### src/hdl/ssbg_pkg.sv
// Types, constants and widths shared by the spectral subtraction block.
package ssbg_pkg;

  localparam int unsigned FFT_POINTS  = 4096;
  localparam int unsigned NOISE_BINS  = FFT_POINTS / 2 + 1;
  localparam int unsigned ADDR_W      = $clog2(NOISE_BINS);

  localparam int unsigned BIN_W       = 12;
  localparam int unsigned DATA_W      = 24;
  localparam int unsigned MAG_W       = 24;
  localparam int unsigned SQ_W        = 2 * MAG_W + 1;
  localparam int unsigned PRINT_W     = 25;
  localparam int unsigned GAIN_W      = 16;
  localparam int unsigned OS_W        = 15;
  localparam int unsigned FC_W        = 16;
  localparam int unsigned CFG_W       = 16;
  localparam int unsigned CFG_IDX_W   = 2;
  localparam int unsigned NUM_W       = OS_W + PRINT_W + 3;
  localparam int unsigned REM_W       = SQ_W;
  localparam int unsigned Q_W         = 25;
  localparam int unsigned SQRT_STEPS  = 25;
  localparam int unsigned DIV_STEPS   = Q_W;
  localparam int unsigned PROD_W      = DATA_W + GAIN_W;
  localparam int unsigned QUEUE_DEPTH = 4;
  localparam int unsigned QPTR_W      = $clog2(QUEUE_DEPTH);
  localparam int unsigned CNT_W       = $clog2(SQRT_STEPS + DIV_STEPS + 8) + 1;

  localparam logic [GAIN_W-1:0]  UNITY_GAIN = 16'd32768;
  localparam logic [PRINT_W-1:0] PRINT_MAX  = '1;
  localparam logic [BIN_W-1:0]   LAST_BIN   = BIN_W'(NOISE_BINS - 1);

  localparam logic [OS_W-1:0]    OVERSUB_RST = 15'd8192;
  localparam logic [GAIN_W-1:0]  FLOOR_RST   = 16'd0;
  localparam logic [FC_W-1:0]    FRAMES_RST  = 16'd1;

  typedef enum logic [1:0] {
    OP_SET  = 2'd0,
    OP_ADD  = 2'd1,
    OP_SUB  = 2'd2,
    OP_PASS = 2'd3
  } op_e;

  typedef enum logic [CFG_IDX_W-1:0] {
    CFG_OVERSUB = 2'd0,
    CFG_FLOOR   = 2'd1,
    CFG_FRAMES  = 2'd2
  } cfg_idx_e;

  typedef struct packed {
    op_e                       op;
    logic [BIN_W-1:0]          bin;
    logic signed [DATA_W-1:0]  re;
    logic signed [DATA_W-1:0]  im;
  } item_t;

  typedef struct packed {
    op_e                       op;
    logic [BIN_W-1:0]          bin;
    logic signed [DATA_W-1:0]  re;
    logic signed [DATA_W-1:0]  im;
    logic [PRINT_W-1:0]        noise;
    logic                      mz;
  } ctx_t;

  typedef struct packed {
    logic [OS_W-1:0]   oversub;
    logic [GAIN_W-1:0] floor_g;
    logic [FC_W-1:0]   frames;
  } cfg_t;

endpackage

### src/hdl/ssbg_front.sv
// Input stage: accepts items and classifies them into store operations.
module ssbg_front (
  input  logic                               clk_i,
  input  logic                               rst_ni,
  input  logic                               push_i,
  output logic                               full_o,
  input  logic                               command_i,
  input  logic                               first_frame_i,
  input  logic [ssbg_pkg::BIN_W-1:0]         bin_index_i,
  input  logic signed [ssbg_pkg::DATA_W-1:0] bin_real_i,
  input  logic signed [ssbg_pkg::DATA_W-1:0] bin_imag_i,
  input  logic                               q_full_i,
  output logic                               q_push_o,
  output ssbg_pkg::item_t                    q_item_o
);

  logic            fr_vld_q;
  ssbg_pkg::item_t fr_item_q;
  ssbg_pkg::item_t cls;

  always_comb begin
    cls.bin = bin_index_i;
    cls.re  = bin_real_i;
    cls.im  = bin_imag_i;
    if (bin_index_i > ssbg_pkg::LAST_BIN) begin
      cls.op = ssbg_pkg::OP_PASS;
    end else if (command_i) begin
      cls.op = ssbg_pkg::OP_SUB;
    end else if (first_frame_i) begin
      cls.op = ssbg_pkg::OP_SET;
    end else begin
      cls.op = ssbg_pkg::OP_ADD;
    end
  end

  // stage can load whenever it is empty or its item moves on
  assign full_o   = fr_vld_q && q_full_i;
  assign q_push_o = fr_vld_q && !q_full_i;
  assign q_item_o = fr_item_q;

  always_ff @(posedge clk_i or negedge rst_ni) begin
    if (!rst_ni) begin
      fr_vld_q <= 1'b0;
    end else if (!full_o) begin
      fr_vld_q <= push_i;
    end
  end

  always_ff @(posedge clk_i) begin
    if (push_i && !full_o) begin
      fr_item_q <= cls;
    end
  end

endmodule

### config.mk
export PLATFORM = sky130hd
export DESIGN_NAME = ssbg_front
export DESIGN_NICKNAME = d
export VERILOG_FILES = /design/src/hdl/ssbg_pkg.sv /design/src/hdl/ssbg_front.sv
export SDC_FILE = /design/constraint.sdc
export NUM_CORES = 1
export LEC_CHECK = 0
export ABC_AREA = 0
export BUFFER_PORTS_ARGS = -buffer_cell sky130_fd_sc_hd__buf_2
export CORE_MARGIN = 8
export CORE_UTILIZATION = 43
export CTS_BUF_LIST = sky130_fd_sc_hd__clkbuf_4 sky130_fd_sc_hd__clkbuf_8
export DETAILED_ROUTE_END_ITERATION = 8
export GPL_TIMING_DRIVEN = 0
export PLACE_DENSITY = 0.92
export SYNTH_ARGS = -nofsm -noshare
export SYNTH_HDL_FRONTEND = slang
export SYNTH_SLANG_ARGS = --single-unit
export TNS_END_PERCENT = 50
### constraint.sdc
create_clock -name clk_i -period 5.38 [get_ports clk_i]
set_input_delay 0.538 -clock clk_i [delete_from_list [all_inputs] [get_ports clk_i]]
set_output_delay 0.538 -clock clk_i [all_outputs]
set_load 0.005 [all_outputs]
==> flow_summary_export.csv, run 1 <==
group,metric,value,unit
logic_synthesis,synth_seq_area_share,0.967,
global_routing,grt_start_max_net_pins,24,
sta,rsz0062_at_grt,"false",
clocking,post_cts_buffers,0,
routing,antenna_left,0,
floorplanning,ios,130,
routing,drt_iter0_drc,46,
sta,skew,0.00658,ns
outcome,status,"finished clean",
worst_setup_path,rrSetupSlack,3.56,ns
power_and_ir_drop,p_clk_frac,0.382,
floorplanning,initial_utilization,0.448,
routing,drtPass1Iterations,4,
clocking,cts_root_buffer,"clkbuf_8",
sta,min_period,1.82,ns
final_layout,final_layout_size_suffix_gt1_frac,0.674,
clocking,clkTransAtPathRegs,0.06,ns
clocking,cts_tree,"done",
worst_hold_path,worstHoldPathType,"in -> reg",
clocking,cts-resized-gates,0,
power_and_ir_drop,switching_share,0.193,
logic_synthesis,avgSynthCellArea,26.7,sq um
logic_synthesis,synthCells,73,
sta,worst_pin_slew,0.662,ns
global_routing,use_met2,0.224,
global_routing,use_met3,0.0820,
logic_synthesis,ys_ff_latch,63,
sta,fin_crit_sh,0.339,
global_routing,grt_first_pass_wirelength,7220,microns
floorplanning,dieArea,6950,sq um
global_routing,grt_busiest_layer,"met2",
placement,dpl.hpwl,3770,microns
floorplanning,die_width,83.4,microns
routing,drt_wl_total,4740,microns
routing,vias,1236,
sta,clock.fmax,0.548,GHz
power_and_ir_drop,comb_power_share,0.073,
placement,port_buffers,129,
clocking,clockBufferDepth,2,
power_and_ir_drop,leakagePower,1.26,nW
global_routing,grt_pass1_vias,1437,
logic_synthesis,synth_warnings,0,
sta,final_hold_viol_count,0,
sta,tns,0,ns
routing,routedWlPerCell,17.3,microns
logic_synthesis,synthesis.area,1950,sq um
worst_setup_path,required,5.41,ns
power_and_ir_drop,pwr_density_cell,360,nW/um^2
worst_setup_path,cp-start-kind,"register",
clocking,htree_levels,3,
sta,setup_viol,0,
final_layout,num_antenna_cells,0,
final_layout,nets,282,
clocking,insertion_delay,0.32,ns
routing,drc,0,
global_routing,use_met1,0.127,
clocking,cts_num_sinks,63,
floorplanning,core_area,4350,sq um
sta,slew_violations,0,
routing,drt-vias-per-instance,4.53,
power_and_ir_drop,p_total,1.06,mW
worst_setup_path,critPathKind,"reg -> reg",
floorplanning,die_y,83.4,microns
placement,gp_congestion,0.675,
power_and_ir_drop,vdd_drop_max,0.233,mV
global_routing,grt_use_total,0.138,
clocking,postCtsHoldBufs,1,
clocking,numCtsBuffers,9,
power_and_ir_drop,switching_power,0.205,mW
logic_synthesis,synth.distinct_cells,10,
job,max_cap_violations,0,
power_and_ir_drop,seq_power_share,0.546,
final_layout,areaGrowthSynthToFinish,50.5,%
worst_setup_path,arrival,1.86,ns
floorplanning,row_count,24,
logic_synthesis,syn_nets,139,
power_and_ir_drop,p_int,0.854,mW
global_routing,overflow,0,
worst_setup_path,cp-end-kind,"register",
global_routing,antenna_found_initial,1,
worst_setup_path,cp_max_fo,23,
sta,relSlewSlack,0.558,
through the flow:
stage                     std cells   util  cell area (sq um)  setup WS [ns]  hold slack, ns
final                           273  0.674               2940           3.56           0.384
after floorplan                  73      -               1950           1.40           0.242
after global placement          254  0.611               2660          0.469           0.313
after global routing            273  0.674               2940           3.45           0.358
after detailed placement        256  0.626               2720           3.24           0.314
after CTS                       273  0.674               2940           3.53           0.363
worst max-delay path, stage by stage, from the launching register on:
cell and delay [ns]:
dfrtp_1 0.37, and2_1 0.17, nor2b_4 0.54, buf_16 0.24, buf_16 0.18
worst paths after layout:
path / from / cells past startpoint / end
max reg2reg: fr_vld_q$_DFFE_PN0N_ / 4 / q_item_o[10]$_DFFE_PP_
min in group asynchronous: rst_ni / 2 / fr_vld_q$_DFFE_PN0N_
min: bin_real_i[14] / 1 / q_item_o[38]$_DFFE_PP_
max in group asynchronous: rst_ni / 2 / fr_vld_q$_DFFE_PN0N_
min reg2reg: fr_vld_q$_DFFE_PN0N_ / 2 / fr_vld_q$_DFFE_PN0N_
max: fr_vld_q$_DFFE_PN0N_ / 4 / q_item_o[10]$_DFFE_PP_
cells in the final DEF, fill, tap and decap left out:
master         instances
clkbuf_8              10
buf_2                129
buf_16                 2
nor2b_1                1
dfrtp_1                1
o2bb2ai_1              1
and2_1                 1
a21o_1                 1
nor2b_4                1
edfxtp_1              62
dlygate4sd3_1          1
clkinvlp_4             1
nor3_1                 1
or2_2                  1
bufinv_16              1
nor4_1                 2
clkbuf_4               3
clkinv_2               1
nand3_1                1
kinds of logic after synthesis:
| logic type | Yosys count | synth area share |
|---|---|---|
| compound gates | 2 | 0.00834 |
| flops | 63 | 0.967 |
| simple gates | 8 | 0.0244 |
state kept, by name, summed over array words and instances (netlist names):
| signal | count |
|---|---|
| q_item_o | 62 |
| fr_vld_q | 1 |
Yosys cell counts:
library cell,number,area (sq um)
o2bb2ai_1,1,8.76
nor4_1,2,12.5
or2_2,1,6.26
nand3_1,1,5.00
a21o_1,1,7.51
and2_1,1,6.26
nor2b_1,2,12.5
edfxtp_1,62,1860
dfrtp_1,1,25.0
nor3_1,1,5.00
metal layers:
metal  wire length [microns]  up-vias
met5                       8        -
met4                      88        2
met2                    2440       80
met3                     560       12
li1                        -      582
met1                    1640      560
cell type report:
type	instances	area, sq um
Fill cell	318	1420
Clock buffer	13	160
Multi-Input combinational cell	10	71.3
Timing Repair Buffer	132	711
Clock inverter	3	42.5
Tap cell	52	65.1
Sequential cell	63	1890
power by group through the flow:
stage          sequential [mW]  clock, mW  combinational, mW
2_1_floorplan            0.595          0             0.0112
3_3_place_gp             0.590          0             0.0680
3_5_place_dp             0.588          0             0.0780
4_1_cts                  0.578      0.418             0.0787
5_1_grt                  0.579      0.442             0.0842
6_report                 0.577      0.404             0.0768
(Power assumes the default switching activity.)
==> run 2: changes to the inputs <==
==> constraint.sdc (replaced) <==
create_clock -name clk_i -period 1.7 [get_ports clk_i]
set_input_delay 0.17 -clock clk_i [delete_from_list [all_inputs] [get_ports clk_i]]
set_output_delay 0.17 -clock clk_i [all_outputs]
set_load 0.005 [all_outputs]
==> flow_summary_export.csv, run 2 (same netlist as run 1, synthesis figures left out) <==
group,metric,value,unit
job,max_cap_violations,0,
worst_setup_path,reg2reg_from,"fr_vld_q$_DFFE_PN0N_",
sta,holdWs,0.0192,ns
final_layout,final_cell_mix,"buf_2 (129), edfxtp_1 (62), clkbuf_8 (10), dlygate4sd3_1 (10), clkbuf_4 (5)",
sta,fin_crit_sh,0.906,
power_and_ir_drop,leakagePower,1.29,nW
floorplanning,row_count,24,
routing,drtPass1Iterations,4,
clocking,cts_tree,"done",
worst_setup_path,reg2reg_depth,3,
routing,drt-vias-per-instance,4.56,
clocking,cts_num_sinks,63,
sta,final_hold_viol_count,0,
routing,drt_iter0_drc,47,
placement,gp_congestion,0.738,
worst_setup_path,cp_max_fo,35,
clocking,clkTransAtPathRegs,0.06,ns
final_layout,nets,291,
global_routing,grt_first_pass_wirelength,7400,microns
worst_hold_path,worstHoldPathType,"in -> reg",
power_and_ir_drop,pwr_density_cell,1080,nW/um^2
global_routing,grt_start_max_net_pins,36,
final_layout,final_layout_size_suffix_gt1_frac,0.652,
routing,drt_wl_total,5020,microns
routing,antenna_left,0,
floorplanning,dieArea,6950,sq um
clocking,clockBufferDepth,2,
routing,routedWlPerCell,17.8,microns
sta,setup_viol,0,
final_layout,largest_register_ffs,62,
placement,place_worst_setup_slack,-0.0553,ns
clocking,cts-resized-gates,0,
clocking,htree_levels,3,
sta,setup_ws,0.160,ns
outcome,status,"finished clean",
worst_setup_path,cp-start-kind,"register",
global_routing,antenna_found_initial,0,
routing,drc,0,
worst_setup_path,required,1.72,ns
global_routing,grt_use_total,0.141,
routing,vias,1285,
worst_setup_path,arrival,1.56,ns
final_layout,fill_cells,285,
worst_hold_path,hp-start,"bin_imag_i[5]",
power_and_ir_drop,vdd_drop_max,0.713,mV
clocking,insertion_delay,0.32,ns
worst_setup_path,cp-end-kind,"register",
sta,clock.fmax,0.649,GHz
final_layout,num_antenna_cells,0,
sta,skew,0.00388,ns
placement,dpl.hpwl,3730,microns
sta,rsz0062_at_grt,"false",
floorplanning,core_area,4350,sq um
sta,min_period,1.54,ns
floorplanning,die_width,83.4,microns
worst_setup_path,startpoint,"fr_vld_q$_DFFE_PN0N_",
sta,relSlewSlack,0.564,
global_routing,overflow,0,
sta,worst_pin_slew,0.652,ns
clocking,post_cts_buffers,0,
placement,port_buffers,129,
floorplanning,initial_utilization,0.448,
worst_hold_path,hold_depth,1,
clocking,cts_root_buffer,"clkbuf_8",
floorplanning,ios,130,
floorplanning,die_y,83.4,microns
global_routing,grt_pass1_vias,1386,
worst_setup_path,critPathKind,"reg -> reg",
final_layout,final_common_cell,"buf_2",
final_layout,areaGrowthSynthToFinish,52.8,%
clocking,numCtsBuffers,9,
sta,slew_violations,0,
## run 2: changes by cell type in the layout (fill, tap and decap cells not counted)
cell,delta
dlygate4sd3_1,+9
buf_16,-2
clkbuf_4,+2
and2_1,-1
and2_4,+1
buf_12,+1
bufinv_16,-1
clkinvlp_4,-1
nor2b_2,+1
## run 2: where the power goes
group | internal [mW] | switching (mW)
registers | 1.81 | 0.0185
clock network | 0.649 | 0.496
logic | 0.134 | 0.119
total | 2.59 | 0.633
## run 2: worst max-delay path, cell delays in order (launching register included)
cell and delay (ns):
dfrtp_1 0.38, and2_4 0.16, nor2b_4 0.40, buf_12 0.27
## run 2: path summary, 6_finish.rpt
path | endpoint | slack [ns]
max reg2reg | q_item_o[44]$_DFFE_PP_ | 0.16
max | q_item_o[44]$_DFFE_PP_ | 0.16
max in group asynchronous | fr_vld_q$_DFFE_PN0N_ | 1.45
min reg2reg | fr_vld_q$_DFFE_PN0N_ | 0.67
min | q_item_o[5]$_DFFE_PP_ | 0.02
min in group asynchronous | fr_vld_q$_DFFE_PN0N_ | 0.16
## run 2: stage by stage
step / util / area [sq um] / setup TNS (ns) / cells / total power, mW
after floorplan: - / 1960 / -9.16 / 73 / 1.92
after global placement: 0.614 / 2670 / -25.02 / 254 / 2.08
after detailed placement: 0.618 / 2690 / -1.89 / 255 / 2.10
after CTS: 0.664 / 2890 / 0 / 273 / 3.25
after global routing: 0.684 / 2980 / 0 / 282 / 3.37
final: 0.684 / 2980 / 0 / 282 / 3.23
## run 2: area by class of cell
type | count | area (sq um) | share of cell area
Timing Repair Buffer | 140 | 766 | 0.257
Clock buffer | 15 | 175 | 0.0588
Sequential cell | 63 | 1890 | 0.633
Multi-Input combinational cell | 11 | 82.6 | 0.0277
Clock inverter | 1 | 5.00 | 0.00168
Tap cell | 52 | 65.1 | 0.0218
## run 2: layer usage
metal,vias up,GRT usage,share of wire
li1,600,-,-
met1,591,0.133,0.34
met2,85,0.223,0.50
met3,9,0.105,0.14
met4,0,0.0623,0.018
met5,-,0,0
## run 2: repair_timing
action	CTS	global route
setup endpoints to repair	35	0
hold buffers	1	9
endpoints found under the hold margin	1	9
==> run 3: changes to the inputs <==
==> constraint.sdc (replaced) <==
create_clock -name clk_i -period 1.7 [get_ports clk_i]
set_input_delay 0 -clock clk_i [delete_from_list [all_inputs] [get_ports clk_i]]
set_output_delay 0 -clock clk_i [all_outputs]
set_load 0.005 [all_outputs]
==> flow_summary_export.csv, run 3 (same netlist as run 1, synthesis figures left out) <==
group,metric,value,unit
final_layout,final_layout_size_suffix_gt1_frac,0.526,
global_routing,use_met3,0.111,
routing,drt-vias-per-instance,4.59,
worst_setup_path,cp-end-kind,"register",
global_routing,use_met2,0.329,
floorplanning,die_width,83.4,microns
global_routing,antenna_found_initial,1,
job,max_cap_violations,0,
routing,antenna_left,0,
worst_setup_path,startpoint,"fr_vld_q$_DFFE_PN0N_",
global_routing,grt_start_max_net_pins,36,
final_layout,final_common_cell,"buf_2",
outcome,status,"finished clean",
clocking,cts_num_sinks,63,
floorplanning,initial_utilization,0.448,
worst_setup_path,path_cells,"and2_4 -> nor2b_4 -> buf_12",
clocking,clockBufferDepth,2,
worst_setup_path,slowest_stage,"nor2b_4",
sta,clock.fmax,0.653,GHz
worst_setup_path,reg2reg_from,"fr_vld_q$_DFFE_PN0N_",
power_and_ir_drop,leakagePower,1.52,nW
global_routing,grt_use_total,0.186,
clocking,insertion_delay,0.33,ns
clocking,cts-resized-gates,0,
sta,rsz0062_at_grt,"false",
final_layout,layoutNonFillerInstCount,338,
placement,dpl.hpwl,3730,microns
worst_setup_path,max_stage_delay,0.40,ns
clocking,cts_root_buffer,"clkbuf_8",
placement,place_worst_setup_slack,-0.0553,ns
worst_setup_path,endpoint,"q_item_o[44]$_DFFE_PP_",
worst_setup_path,arrival,1.55,ns
worst_setup_path,required,1.72,ns
routing,drt_wl_total,6330,microns
routing,drt_iter0_drc,76,
floorplanning,core_area,4350,sq um
global_routing,grt_pass1_vias,1820,
worst_setup_path,reg2reg_depth,3,
worst_setup_path,critPathKind,"reg -> reg",
placement,port_buffers,129,
final_layout,areaGrowthSynthToFinish,81.1,%
clocking,post_cts_buffers,0,
clocking,numCtsBuffers,9,
worst_setup_path,r2r-end,"q_item_o[44]$_DFFE_PP_",
global_routing,grt_busiest_layer,"met2",
clocking,cts_tree,"done",
sta,slew_violations,0,
floorplanning,ios,130,
worst_setup_path,rrSetupSlack,0.17,ns
sta,fin_crit_sh,0.901,
final_layout,nets,346,
global_routing,grt_first_pass_wirelength,9830,microns
floorplanning,row_count,24,
power_and_ir_drop,pwr_density_cell,951,nW/um^2
worst_setup_path,cp_max_fo,35,
placement,place_area,2690,sq um
worst_hold_path,worstHoldPathType,"in -> reg",
floorplanning,dieArea,6950,sq um
global_routing,overflow,0,
final_layout,stdcell_area,3530,sq um
power_and_ir_drop,vdd_drop_max,0.748,mV
routing,routedWlPerCell,18.7,microns
placement,dp_cells,255,
sta,relSlewSlack,0.533,
routing,vias,1550,
sta,worst_pin_slew,0.698,ns
clocking,clkTransAtPathRegs,0.06,ns
sta,tns,0,ns
sta,holdWs,0.0641,ns
sta,setup_viol,0,
placement,gp_congestion,0.738,
sta,skew,0.00526,ns
routing,drtPass1Iterations,6,
sta,final_hold_viol_count,0,
floorplanning,die_y,83.4,microns
global_routing,use_met1,0.172,
sta,setup_ws,0.167,ns
final_layout,largest_register_ffs,62,
worst_setup_path,cp-start-kind,"register",
final_layout,final_cell_mix,"buf_2 (129), dlygate4sd3_1 (65), edfxtp_1 (62)",
clocking,htree_levels,3,
sta,min_period,1.53,ns
routing,drc,0,
run 3: cell types whose count changed in the layout (fill, tap and decap cells not counted), sizes merged:
cell | previous run | this run
dlygate4sd3 | 10 | 65
diode | 0 | 1
run 3: layer usage:
| layer | share of wire | routed length (microns) | vias up |
|---|---|---|---|
| li1 | - | - | 714 |
| met1 | 0.35 | 2210 | 734 |
| met2 | 0.52 | 3280 | 92 |
| met3 | 0.12 | 740 | 10 |
| met4 | 0.015 | 95 | 0 |
| met5 | 0 | 0 | - |
run 3: worst max-delay path: cells and delay by family (launching register included):
| kind | cells | cell delay, ns |
|---|---|---|
| and+or+nand+nor | 2 | 0.56 |
| DFF | 1 | 0.38 |
| buffers and inverters | 1 | 0.27 |
run 3: cell type report:
type / instances / area, sq um
sequential: 63 / 1890
timing repair buffer: 195 / 1320
fill: 227 / 821
clock buffer: 15 / 175
multi-input combinational: 11 / 82.6
tap: 52 / 65.1
clock inverter: 1 / 5.00
antenna: 1 / 2.50
run 3: how the worst min path moves through the flow:
stage / start / end / slack (ns) / cells past startpoint
after global routing: q_full_i / fr_vld_q$_DFFE_PN0N_ / 0.07 / 3
after CTS: q_full_i / fr_vld_q$_DFFE_PN0N_ / 0.05 / 3
final: q_full_i / fr_vld_q$_DFFE_PN0N_ / 0.06 / 3
after floorplan: rst_ni / fr_vld_q$_DFFE_PN0N_ / -0.30 / 0
after detailed placement: rst_ni / fr_vld_q$_DFFE_PN0N_ / -0.22 / 1
after global placement: rst_ni / fr_vld_q$_DFFE_PN0N_ / -0.22 / 1
run 3: what timing repair did:
action / 4_1_cts / 5_1_grt
hold endpoints to repair: 64 / 0
endpoints found under the setup margin: 35 / 0
hold buffers: 65 / 0
run 3: per-stage QoR:
stage | util | power [mW]
2_1_floorplan | - | 1.92
3_3_place_gp | 0.614 | 2.08
3_5_place_dp | 0.618 | 2.10
4_1_cts | 0.811 | 3.36
5_1_grt | 0.811 | 3.50
6_report | 0.811 | 3.36
run 3: power breakdown:
| part | switching (mW) | internal, mW | leakage (nW) |
|---|---|---|---|
| clock | 0.514 | 0.650 | 0.0988 |
| combinational | 0.146 | 0.216 | 0.818 |
| sequential | 0.0224 | 1.81 | 0.600 |
