==> config.mk <==
export PLATFORM = sky130hd
export DESIGN_NAME = ssbg_queue
export DESIGN_NICKNAME = d
export VERILOG_FILES = /design/src/hdl/ssbg_pkg.sv /design/src/hdl/ssbg_queue.sv
export SDC_FILE = /design/constraint.sdc
export NUM_CORES = 1
export LEC_CHECK = 0
export BUFFER_PORTS_ARGS = -buffer_cell sky130_fd_sc_hd__buf_4
export CAP_MARGIN = 30
export CORE_MARGIN = 3
export CORE_UTILIZATION = 49
export CTS_BUF_LIST = sky130_fd_sc_hd__clkbuf_8
export DETAILED_ROUTE_END_ITERATION = 8
export PLACE_DENSITY_LB_ADDON = 0.08
export SYNTH_ARGS = -nofsm -noshare
export SYNTH_HDL_FRONTEND = slang
export SYNTH_SLANG_ARGS = --single-unit
==> constraint.sdc <==
create_clock -name clk_i -period 2.8 [get_ports clk_i]
set_input_delay 0.28 -clock clk_i [delete_from_list [all_inputs] [get_ports clk_i]]
set_output_delay 0.28 -clock clk_i [all_outputs]
set_load 0.05 [all_outputs]
==> src/hdl/ssbg_pkg.sv <==
// Types, constants and widths shared by the spectral subtraction block.
package ssbg_pkg;

  localparam int unsigned FFT_POINTS  = 4096;
  localparam int unsigned NOISE_BINS  = FFT_POINTS / 2 + 1;
  localparam int unsigned ADDR_W      = $clog2(NOISE_BINS);

  localparam int unsigned BIN_W       = 12;
  localparam int unsigned DATA_W      = 24;
  localparam int unsigned MAG_W       = 24;
  localparam int unsigned SQ_W        = 2 * MAG_W + 1;
  localparam int unsigned PRINT_W     = 25;
  localparam int unsigned GAIN_W      = 16;
  localparam int unsigned OS_W        = 15;
  localparam int unsigned FC_W        = 16;
  localparam int unsigned CFG_W       = 16;
  localparam int unsigned CFG_IDX_W   = 2;
  localparam int unsigned NUM_W       = OS_W + PRINT_W + 3;
  localparam int unsigned REM_W       = SQ_W;
  localparam int unsigned Q_W         = 25;
  localparam int unsigned SQRT_STEPS  = 25;
  localparam int unsigned DIV_STEPS   = Q_W;
  localparam int unsigned PROD_W      = DATA_W + GAIN_W;
  localparam int unsigned QUEUE_DEPTH = 4;
  localparam int unsigned QPTR_W      = $clog2(QUEUE_DEPTH);
  localparam int unsigned CNT_W       = $clog2(SQRT_STEPS + DIV_STEPS + 8) + 1;

  localparam logic [GAIN_W-1:0]  UNITY_GAIN = 16'd32768;
  localparam logic [PRINT_W-1:0] PRINT_MAX  = '1;
  localparam logic [BIN_W-1:0]   LAST_BIN   = BIN_W'(NOISE_BINS - 1);

  localparam logic [OS_W-1:0]    OVERSUB_RST = 15'd8192;
  localparam logic [GAIN_W-1:0]  FLOOR_RST   = 16'd0;
  localparam logic [FC_W-1:0]    FRAMES_RST  = 16'd1;

  typedef enum logic [1:0] {
    OP_SET  = 2'd0,
    OP_ADD  = 2'd1,
    OP_SUB  = 2'd2,
    OP_PASS = 2'd3
  } op_e;

  typedef enum logic [CFG_IDX_W-1:0] {
    CFG_OVERSUB = 2'd0,
    CFG_FLOOR   = 2'd1,
    CFG_FRAMES  = 2'd2
  } cfg_idx_e;

  typedef struct packed {
    op_e                       op;
    logic [BIN_W-1:0]          bin;
    logic signed [DATA_W-1:0]  re;
    logic signed [DATA_W-1:0]  im;
  } item_t;

  typedef struct packed {
    op_e                       op;
    logic [BIN_W-1:0]          bin;
    logic signed [DATA_W-1:0]  re;
    logic signed [DATA_W-1:0]  im;
    logic [PRINT_W-1:0]        noise;
    logic                      mz;
  } ctx_t;

  typedef struct packed {
    logic [OS_W-1:0]   oversub;
    logic [GAIN_W-1:0] floor_g;
    logic [FC_W-1:0]   frames;
  } cfg_t;

endpackage

==> src/hdl/ssbg_queue.sv <==
// Short item queue between the front and the back.
module ssbg_queue (
  input  logic            clk_i,
  input  logic            rst_ni,
  input  logic            push_i,
  input  ssbg_pkg::item_t item_i,
  output logic            full_o,
  input  logic            pop_i,
  output logic            vld_o,
  output ssbg_pkg::item_t item_o
);

  ssbg_pkg::item_t                slot_q [ssbg_pkg::QUEUE_DEPTH];
  logic [ssbg_pkg::QPTR_W-1:0]    wr_ptr_q;
  logic [ssbg_pkg::QPTR_W-1:0]    rd_ptr_q;
  logic [ssbg_pkg::QPTR_W:0]      cnt_q;
  logic [ssbg_pkg::QPTR_W:0]      cnt_d;

  assign full_o = (cnt_q == (ssbg_pkg::QPTR_W + 1)'(ssbg_pkg::QUEUE_DEPTH));
  assign vld_o  = (cnt_q != '0);
  assign item_o = slot_q[rd_ptr_q];

  always_comb begin
    cnt_d = cnt_q;
    if (push_i && !pop_i) begin
      cnt_d = cnt_q + 1'b1;
    end else if (pop_i && !push_i) begin
      cnt_d = cnt_q - 1'b1;
    end
  end

  always_ff @(posedge clk_i or negedge rst_ni) begin
    if (!rst_ni) begin
      wr_ptr_q <= '0;
      rd_ptr_q <= '0;
      cnt_q    <= '0;
    end else begin
      cnt_q <= cnt_d;
      if (push_i) begin
        wr_ptr_q <= wr_ptr_q + 1'b1;
      end
      if (pop_i) begin
        rd_ptr_q <= rd_ptr_q + 1'b1;
      end
    end
  end

  always_ff @(posedge clk_i) begin
    if (push_i) begin
      slot_q[wr_ptr_q] <= item_i;
    end
  end

endmodule

==> results of run 1 <==
how the worst min path moves through the flow:
stage,start,end,slack [ns],depth (start not counted)
after floorplan,rst_ni,cnt_q[0],-0.02,0
after global placement,rst_ni,cnt_q[2],0.1,1
after detailed placement,rst_ni,cnt_q[2],0.10,1
after CTS,rst_ni,wr_ptr_q[0],0.07,2
after global routing,rst_ni,wr_ptr_q[0],0.08,2
final,rst_ni,wr_ptr_q[0],0.11,2
cell families after synthesis:
group	after synthesis	synth area share, %
AO/OA/AOI/OAI	1	0.0531
AND/OR/NAND/NOR	9	0.532
adder cells (fa/ha/maj)	6	0.877
XOR/XNOR	6	0.558
flip-flops	255	80.9
multiplexers	63	15.1
buffers and inverters	18	1.93
per-layer routing:
layer	up-vias	global-route usage [%]	wire length, µm
met1	2261	21.4	7010
met3	41	4.79	974
met4	0	5.65	422
li1	2001	-	-
met5	-	0	0
met2	125	28.0	8610
flip-flops by register name, indices dropped and copies added (netlist names):
name      cells
slot_q      248
cnt_q         3
rd_ptr_q      2
wr_ptr_q      2
layout make-up:
type                       count  area (µm²)
clock buffer                  43         592
tap                          234         293
sequential                   255        7630
multi-input combinational     85        1620
fill                        1296        6730
inverter                       4        15.0
timing repair buffer         207        1790
clock inverter                22        92.6
critical path: cells and delay by family (launching register included):
family	cells	cell delay [ns]
muxes	1	0.54
DFF	1	0.67
buffers and inverters	2	0.52
what timing repair did:
item	4_1_cts	5_1_grt
hold endpoints to repair	258	0
hold buffers	65	0
setup buffers	1	0
endpoints found under the setup margin	22	0
placed cells by master (no fill, tap or decap):
| master | netlist | routed |
|---|---|---|
| clkinv_1 | 0 | 4 |
| nor2_1 | 1 | 1 |
| nand2_1 | 2 | 2 |
| mux2_2 | 1 | 1 |
| ha_1 | 5 | 5 |
| or3_1 | 1 | 1 |
| xor2_1 | 4 | 4 |
| nor3b_1 | 1 | 1 |
| fa_1 | 1 | 1 |
| xnor2_1 | 2 | 2 |
| buf_4 | 0 | 136 |
| clkinv_2 | 0 | 2 |
| dfrtp_4 | 0 | 2 |
| and2_4 | 0 | 4 |
| clkinvlp_4 | 0 | 2 |
| mux4_2 | 58 | 58 |
| edfxtp_1 | 248 | 248 |
| o21ai_0 | 1 | 1 |
| clkbuf_8 | 0 | 43 |
| inv_1 | 4 | 18 |
| buf_12 | 6 | 6 |
| dfrtp_1 | 7 | 5 |
| mux4_1 | 4 | 4 |
| dlygate4sd3_1 | 0 | 65 |
report_power, final:
group          switching, mW  leakage, nW  internal, mW
registers              0.330         2.36          5.00
clock network           1.29        0.398          1.40
logic                   3.52         1.51          2.04
stage by stage:
step / worst slack [ns] / cells
2_1_floorplan: 0.298 / 358
3_3_place_gp: 0.503 / 719
3_5_place_dp: 0.506 / 719
4_1_cts: 0.180 / 850
5_1_grt: 0.112 / 850
6_report: 0.256 / 850
==> flow_metrics.py, run 1 <==
metrics = {
    "timing": {
        "worstMarginPinSlew_ns": 0.536,
        "hold_ws_ns": 0.113,
        "slew_headroom_pct": 64.3,
        "clock.fmax_mhz": 393,
        "finalHoldViolCount": 0,
        "setup_viol": 0,
        "layout_worst_path_cycle_share_pct": 90.8,
        "finClkSkew_ns": 0.0127,
        "maxSlewViolCount": 0,
        "tns_ns": 0,
        "rsz0062_at_grt": "false",
        "fin_crit_ns": 2.54,
    },
    "drt": {
        "drc": 0,
        "drt_iter0_markers": 224,
        "firstDrtPassIters": 7,
        "wire_per_inst_um": 20.0,
        "vias_per_cell": 5.21,
        "via_count": 4428,
        "ant_nets": 0,
        "totalWireLength_um": 17000,
    },
    "critical_path": {
        "critical_path_class": "reg2out",
        "slowest_stage": "dfrtp_4",
        "critPathLaunchType": "flop",
        "reg2reg_to": "slot_q[2][12]",
        "ff2ff_path_depth": 4,
        "path_common_cell": "buf_4",
        "cp-end-kind": "primary output",
        "worstSetupEndpoint": "item_o[18]",
        "critPathMaxStageDelay_ns": 0.67,
        "crit_chain": "buf_4, mux4_2, buf_4",
        "crit_required_ns": 2.52,
        "path_max_fanout": 18,
        "r2r_slack_ns": 1.01,
        "arrival_ns": 2.26,
        "crit_start": "rd_ptr_q[0]",
        "r2r-start": "wr_ptr_q[0]",
    },
    "cts": {
        "cts.clk_slew.worst_paths_ns": 0.06,
        "clk_path_buf_depth": 3,
        "cts_tree": "yes",
        "cts_buffers": 41,
        "clock_sinks": 255,
        "cts.htree.levels": 2,
        "post_cts_resized": 0,
        "root_buffer": "clkbuf_8",
        "clk-insertion-delay-late_ns": 0.52,
    },
    "power_and_ir_drop": {
        "vdd_drop_max_mv": 0.699,
        "power_leakage_nw": 4.26,
        "power_density_nw_per_um2": 1130,
        "p_total_mw": 13.6,
    },
    "die": {
        "core_um2": 18800,
        "die_h_um": 145,
        "die_area_um2": 20900,
        "die_x_um": 145,
        "start_util_pct": 50.2,
        "ios": 130,
        "placementRows": 50,
    },
    "layout": {
        "n_antenna_cell": 0,
        "final_nets": 666,
        "final_layout_size_suffix_gt1_share_pct": 41.2,
        "postLayoutCoreUtil_pct": 64.1,
        "area_growth_pct": 27.8,
        "fin_area_um2": 12000,
    },
    "grt": {
        "grt_pass1_vias": 4873,
        "grt-ovfl-total": 0,
        "grt_pass1_wl_um": 26300,
        "antenna_found_initial": 0,
        "grt_max_degree": 36,
        "grt_util_all_layers_pct": 16.8,
    },
    "synthesis": {
        "synth_top_area_share_pct": 79.1,
        "ys_types": 20,
        "synth_commonest_cells": "edfxtp_1, mux4_2, dfrtp_1, buf_12, buf_2",
        "syn_nets": 430,
        "synth_largest_area_cell": "edfxtp_1",
        "yosysWarnings": 0,
        "synth_flop_cell": "edfxtp_1",
        "yosys.cell_count.top_type": "edfxtp_1",
        "synth.area.top_cells": "edfxtp_1, mux4_2, dfrtp_1, buf_12, mux4_1",
        "ys_seq_area_share_pct": 80.9,
        "netlist_instances": 358,
        "synth_edf_count": 248,
        "synth_area_per_cell_um2": 26.3,
        "async_flop_share_pct": 2.75,
        "syn-cell-area_um2": 9420,
        "synth_seq_cells": 255,
    },
    "placed_design": {
        "place_area_um2": 10700,
        "io_buffers": 129,
        "hpwl_um": 9770,
        "gp_congestion": 0.694,
    },
    "status": {
        "status": "complete, no violations",
    },
    "flow_run": {
        "drv_cap": 0,
    },
    "min_path": {
        "hold_class": "in2async",
    },
}
Power figures use the tool's default switching activity.
==> run 2, diff against run 1 <==
Settings changed: BUFFER_PORTS_ARGS -buffer_cell sky130_fd_sc_hd__buf_4 to not set, CELL_PAD_IN_SITES_DETAIL_PLACEMENT set to 1, CELL_PAD_IN_SITES_GLOBAL_PLACEMENT set to 1, DONT_BUFFER_PORTS set to 1.
==> run 2 against run 1 <==
Clock skew down 0.0023 ns. Sequential power fell by 1%. Sequential share of layout area up 5.0 points. Critical path depth fell by 1. Register-to-register slack improved by 0.03 ns. Maximum frequency grew 1.4%.
==> flow_metrics.py, run 2 (synthesis gave the netlist of run 1 again) <==
metrics = {
    "status": {
        "status": "complete, no violations",
    },
    "critical_path": {
        "path_max_fanout": 19,
        "slowest_stage": "mux4_2",
        "ff2ff_path_depth": 4,
        "critical_path_class": "reg2out",
        "reg2reg_to": "slot_q[0][27]",
        "crit_chain": "buf_4, mux4_2",
        "critPathLaunchType": "flop",
        "r2r-start": "wr_ptr_q[0]",
        "critPathMaxStageDelay_ns": 0.70,
        "r2r_slack_ns": 1.04,
        "cp-end-kind": "primary output",
        "arrival_ns": 2.23,
        "path_delay_family": "multiplexers",
        "crit_required_ns": 2.52,
        "cp.buffers_inverters": 1,
        "crit_start": "rd_ptr_q[0]",
    },
    "grt": {
        "grt_pass1_vias": 4500,
        "grt-ovfl-total": 0,
        "grt_pass1_wl_um": 26000,
        "grt_util_all_layers_pct": 16.9,
        "antenna_found_initial": 1,
        "grt_max_degree": 35,
        "gr-usage-met1_pct": 20.2,
        "top_usage_layer": "met2",
        "grt_use_met2_pct": 28.4,
        "grtUsageMet3_pct": 6.48,
    },
    "min_path": {
        "hold_class": "in2reg",
        "min_from": "push_i",
        "hold_depth": 2,
        "hold_end": "cnt_q[0]",
    },
    "timing": {
        "finClkSkew_ns": 0.0104,
        "hold_ws_ns": 0.0646,
        "layout_worst_path_cycle_share_pct": 89.6,
        "finalHoldViolCount": 0,
        "maxSlewViolCount": 0,
        "setup_slack_ns": 0.292,
        "rsz0062_at_grt": "false",
        "fin_crit_ns": 2.51,
        "tns_ns": 0,
        "setup_viol": 0,
        "worstMarginPinSlew_ns": 0.859,
        "clock.fmax_mhz": 399,
        "slew_headroom_pct": 42.5,
    },
    "drt": {
        "ant_nets": 0,
        "wire_per_inst_um": 23.4,
        "drc": 0,
        "drt_iter0_markers": 208,
        "totalWireLength_um": 17000,
        "via_count": 4015,
        "vias_per_cell": 5.52,
        "firstDrtPassIters": 4,
    },
    "layout": {
        "area_growth_pct": 18.4,
        "fillCellCount": 1524,
        "reg_top3": "slot_q x248, cnt_q x3",
        "final_layout_size_suffix_gt1_share_pct": 26.3,
        "layout_commonest_cell": "edfxtp_1",
        "mostFrequentLayoutCells": "edfxtp_1, dlygate4sd3_1, mux4_2",
        "final_nets": 536,
        "stdcell_count": 727,
        "top_register": "slot_q",
        "largest_register_ffs": 248,
    },
    "die": {
        "die_h_um": 145,
        "die_area_um2": 20900,
        "core_um2": 18800,
        "die_x_um": 145,
        "ios": 130,
        "placementRows": 50,
        "start_util_pct": 50.2,
    },
    "cts": {
        "cts_setup_buffers": 0,
        "root_buffer": "clkbuf_8",
        "cts.clk_slew.worst_paths_ns": 0.06,
        "cts_tree": "yes",
        "clk-insertion-delay-late_ns": 0.52,
        "cts.htree.levels": 2,
        "clk_path_buf_depth": 3,
        "cts_buffers": 41,
        "clock_sinks": 255,
    },
    "placed_design": {
        "pre_cts_ws_ns": 0.785,
        "gp_congestion": 0.706,
        "io_buffers": 0,
        "hpwl_um": 9870,
        "dp.cells": 590,
    },
    "power_and_ir_drop": {
        "power_leakage_nw": 3.69,
        "vdd_drop_max_mv": 0.676,
        "power_density_nw_per_um2": 1170,
        "p_total_mw": 13.0,
    },
    "flow_run": {
        "drv_cap": 0,
    },
}
[run 2: cell types whose count changed in the layout (fill, tap and decap cells not counted), sizes merged]
cell	delta
buf	-130
bufinv	+3
clkbuf	-2
clkinv	+6
clkinvlp	-2
diode	+2
[run 2: repair_timing]
item                                   4_1_cts  5_1_grt
hold buffers                                65        0
endpoints found under the hold margin      259        0
gates resized for setup                      0        0
[run 2: per-layer routing]
metal / up-vias / wire (µm)
li1: 1747 / -
met1: 2110 / 6660
met2: 124 / 8710
met3: 34 / 1300
met4: 0 / 379
met5: - / 0
[run 2: worst max-delay path by stage]
stage | to | slack, ns | cells past startpoint
detailed placement | item_o[59] | 0.79 | 2
global placement | item_o[59] | 0.80 | 2
global route | item_o[59] | 0.15 | 2
CTS | item_o[59] | 0.22 | 2
floorplan | slot_q[2][0] | 0.30 | 3
finish | item_o[59] | 0.29 | 2
[run 2: through the flow]
stage	instance area (µm²)	utilization, %
after floorplan	9420	-
after global placement	9730	51.8
after detailed placement	9730	51.8
after CTS	11100	59.4
after global routing	11100	59.4
final	11100	59.4
[run 2: worst register-to-register path, cell delays in order (launching register included)]
cell and delay [ns]:
dfrtp_1 0.42, inv_1 0.10, ha_1 0.15, and2_4 0.45, buf_12 0.32
[run 2: report_power, final]
part	leakage [nW]	internal [mW]	switching, mW
sequential	2.36	5.00	0.265
clock	0.447	1.64	1.33
combinational	0.884	1.29	3.47
[run 2: cell type report]
cell class	instances	area (µm²)	area share [%]
clock inverter	29	200	1.80
sequential	255	7630	68.4
timing repair buffer	77	816	7.32
clock buffer	41	564	5.06
multi-input combinational	85	1630	14.6
antenna	2	5.00	0.0449
inverter	4	15.0	0.135
tap	234	293	2.63
==> run 3, diff against run 2 <==
Settings changed: CORE_MARGIN 3 to 5.
Clock period 2.8 ns to 3.1 ns, I/O delays scaled along.
==> run 3 against run 2 <==
Register-to-register slack better by 0.21 ns. Worst setup slack better by 0.16 ns. Hold slack better by 0.0092 ns. Via count is 0.67% higher. Critical path type unchanged. Largest cell class unchanged. Highest routed layer unchanged.
==> flow_metrics.py, run 3 (synthesis gave the netlist of run 1 again) <==
metrics = {
    "status": {
        "status": "complete, no violations",
    },
    "layout": {
        "register_area_um2": 7630,
        "n_antenna_cell": 0,
        "reg_top3": "slot_q x248, cnt_q x3",
        "largest_register_ffs": 248,
        "top_register": "slot_q",
        "final_layout_size_suffix_gt1_share_pct": 24.5,
        "mostFrequentLayoutCells": "edfxtp_1, dlygate4sd3_1, mux4_2",
        "multiInputGateArea_um2": 1630,
        "fin_area_um2": 11100,
        "layout_commonest_cell": "edfxtp_1",
        "final_nets": 532,
        "fillCellCount": 1547,
        "area_growth_pct": 17.8,
    },
    "flow_run": {
        "drv_cap": 0,
    },
    "placed_design": {
        "hpwl_um": 9730,
        "io_buffers": 0,
        "place_area_um2": 9740,
        "gp_congestion": 0.669,
    },
    "critical_path": {
        "ff2ff_path_depth": 4,
        "slowest_stage": "dfrtp_4",
        "arrival_ns": 2.34,
        "crit_chain": "buf_12, mux4_2",
        "path_max_fanout": 29,
        "cp-end-kind": "primary output",
        "crit_required_ns": 2.79,
        "critPathLaunchType": "flop",
        "critPathMaxStageDelay_ns": 0.82,
        "critical_path_class": "reg2out",
    },
    "cts": {
        "root_buffer": "clkbuf_8",
        "post_cts_resized": 0,
        "clk_path_buf_depth": 3,
        "cts_buffers": 41,
        "clk-insertion-delay-late_ns": 0.52,
        "cts.clk_slew.worst_paths_ns": 0.06,
        "cts.htree.levels": 2,
        "clock_sinks": 255,
        "cts_tree": "yes",
        "cts_setup_buffers": 0,
        "cts_hold_buf": 65,
    },
    "die": {
        "die_h_um": 149,
        "die_x_um": 149,
        "core_um2": 18800,
        "die_area_um2": 22100,
        "ios": 130,
        "start_util_pct": 50.0,
        "placementRows": 50,
    },
    "power_and_ir_drop": {
        "combPwrFrac_pct": 36.9,
        "vdd_drop_max_mv": 0.584,
        "pwr-share-clk_pct": 21.4,
        "pwr-share-seq_pct": 41.7,
        "power_density_nw_per_um2": 1040,
        "p_int_mw": 6.95,
        "power_leakage_nw": 3.63,
        "p_switching_mw": 4.53,
        "p_sw_share_pct": 39.5,
    },
    "grt": {
        "antenna_found_initial": 0,
        "grt_util_all_layers_pct": 16.0,
        "grt_max_degree": 56,
        "grt_pass1_vias": 4523,
        "grt-ovfl-total": 0,
        "grt_pass1_wl_um": 26400,
    },
    "timing": {
        "layout_worst_path_cycle_share_pct": 85.4,
        "rsz0062_at_grt": "false",
        "clock.fmax_mhz": 378,
        "hold_ws_ns": 0.0738,
        "finalHoldViolCount": 0,
        "slew_headroom_pct": 42.3,
        "worstMarginPinSlew_ns": 0.861,
        "tns_ns": 0,
        "setup_viol": 0,
        "finClkSkew_ns": 0.0290,
        "fin_crit_ns": 2.65,
        "maxSlewViolCount": 0,
    },
    "drt": {
        "firstDrtPassIters": 4,
        "totalWireLength_um": 17300,
        "drc": 0,
        "drt_iter0_markers": 193,
        "via_count": 4042,
        "vias_per_cell": 5.42,
        "wire_per_inst_um": 23.3,
        "ant_nets": 0,
    },
    "min_path": {
        "hold_depth": 2,
        "hold_class": "in2reg",
    },
}
run 3: cell count changes in the layout (fill, tap and decap cells not counted), sizes merged:
cell | previous run | this run
inv | 18 | 17
bufinv | 3 | 0
clkbuf | 41 | 44
buf | 12 | 8
diode | 2 | 0
run 3: per-layer routing:
metal	vias to the layer above	routed length, µm	GRT usage [%]
met5	-	0	0
met1	2142	6890	19.7
met2	126	8880	27.0
li1	1742	-	-
met4	0	359	5.64
met3	32	1210	4.84
run 3: layout make-up:
cell class / instances / area share, %
Clock buffer: 44 / 5.46
Clock inverter: 25 / 0.857
Inverter: 4 / 0.135
Multi-Input combinational cell: 85 / 14.7
Sequential cell: 255 / 68.8
Tap cell: 260 / 2.93
Timing Repair Buffer: 73 / 7.15
run 3: per-stage QoR:
stage               cells  power (mW)  utilization, %  setup WS (ns)
floorplan             358        8.54               -          0.598
global placement      611        9.03            51.6          0.920
detailed placement    612        9.10            51.7          0.934
CTS                   746        11.7            58.9          0.341
global route          746        12.0            58.9          0.292
finish                746        11.5            58.9          0.452
run 3: power by group through the flow:
stage / combinational [mW] / sequential (mW) / clock [mW]
4_1_cts: 4.34 / 4.81 / 2.57
3_5_place_dp: 4.22 / 4.88 / 0
3_3_place_gp: 4.19 / 4.84 / 0
6_report: 4.24 / 4.79 / 2.46
2_1_floorplan: 3.83 / 4.72 / 0
5_1_grt: 4.42 / 4.85 / 2.76
run 3: worst max-delay path, delay by kind of cell (launching register included):
kind	cells	cell delay (ns)
multiplexers	1	0.70
buffers and inverters	1	0.28
flip-flops	1	0.82
run 3: final timing paths:
path,startpoint,end,slack (ns)
worst max-delay path,rd_ptr_q[0],item_o[26],0.45
worst min-delay path,push_i,cnt_q[0],0.07
worst max register to register,wr_ptr_q[0],slot_q[0][14],1.25
worst min register to register,cnt_q[2],cnt_q[2],0.49
max in group asynchronous,rst_ni,rd_ptr_q[0],2.68
min in group asynchronous,rst_ni,rd_ptr_q[1],0.12
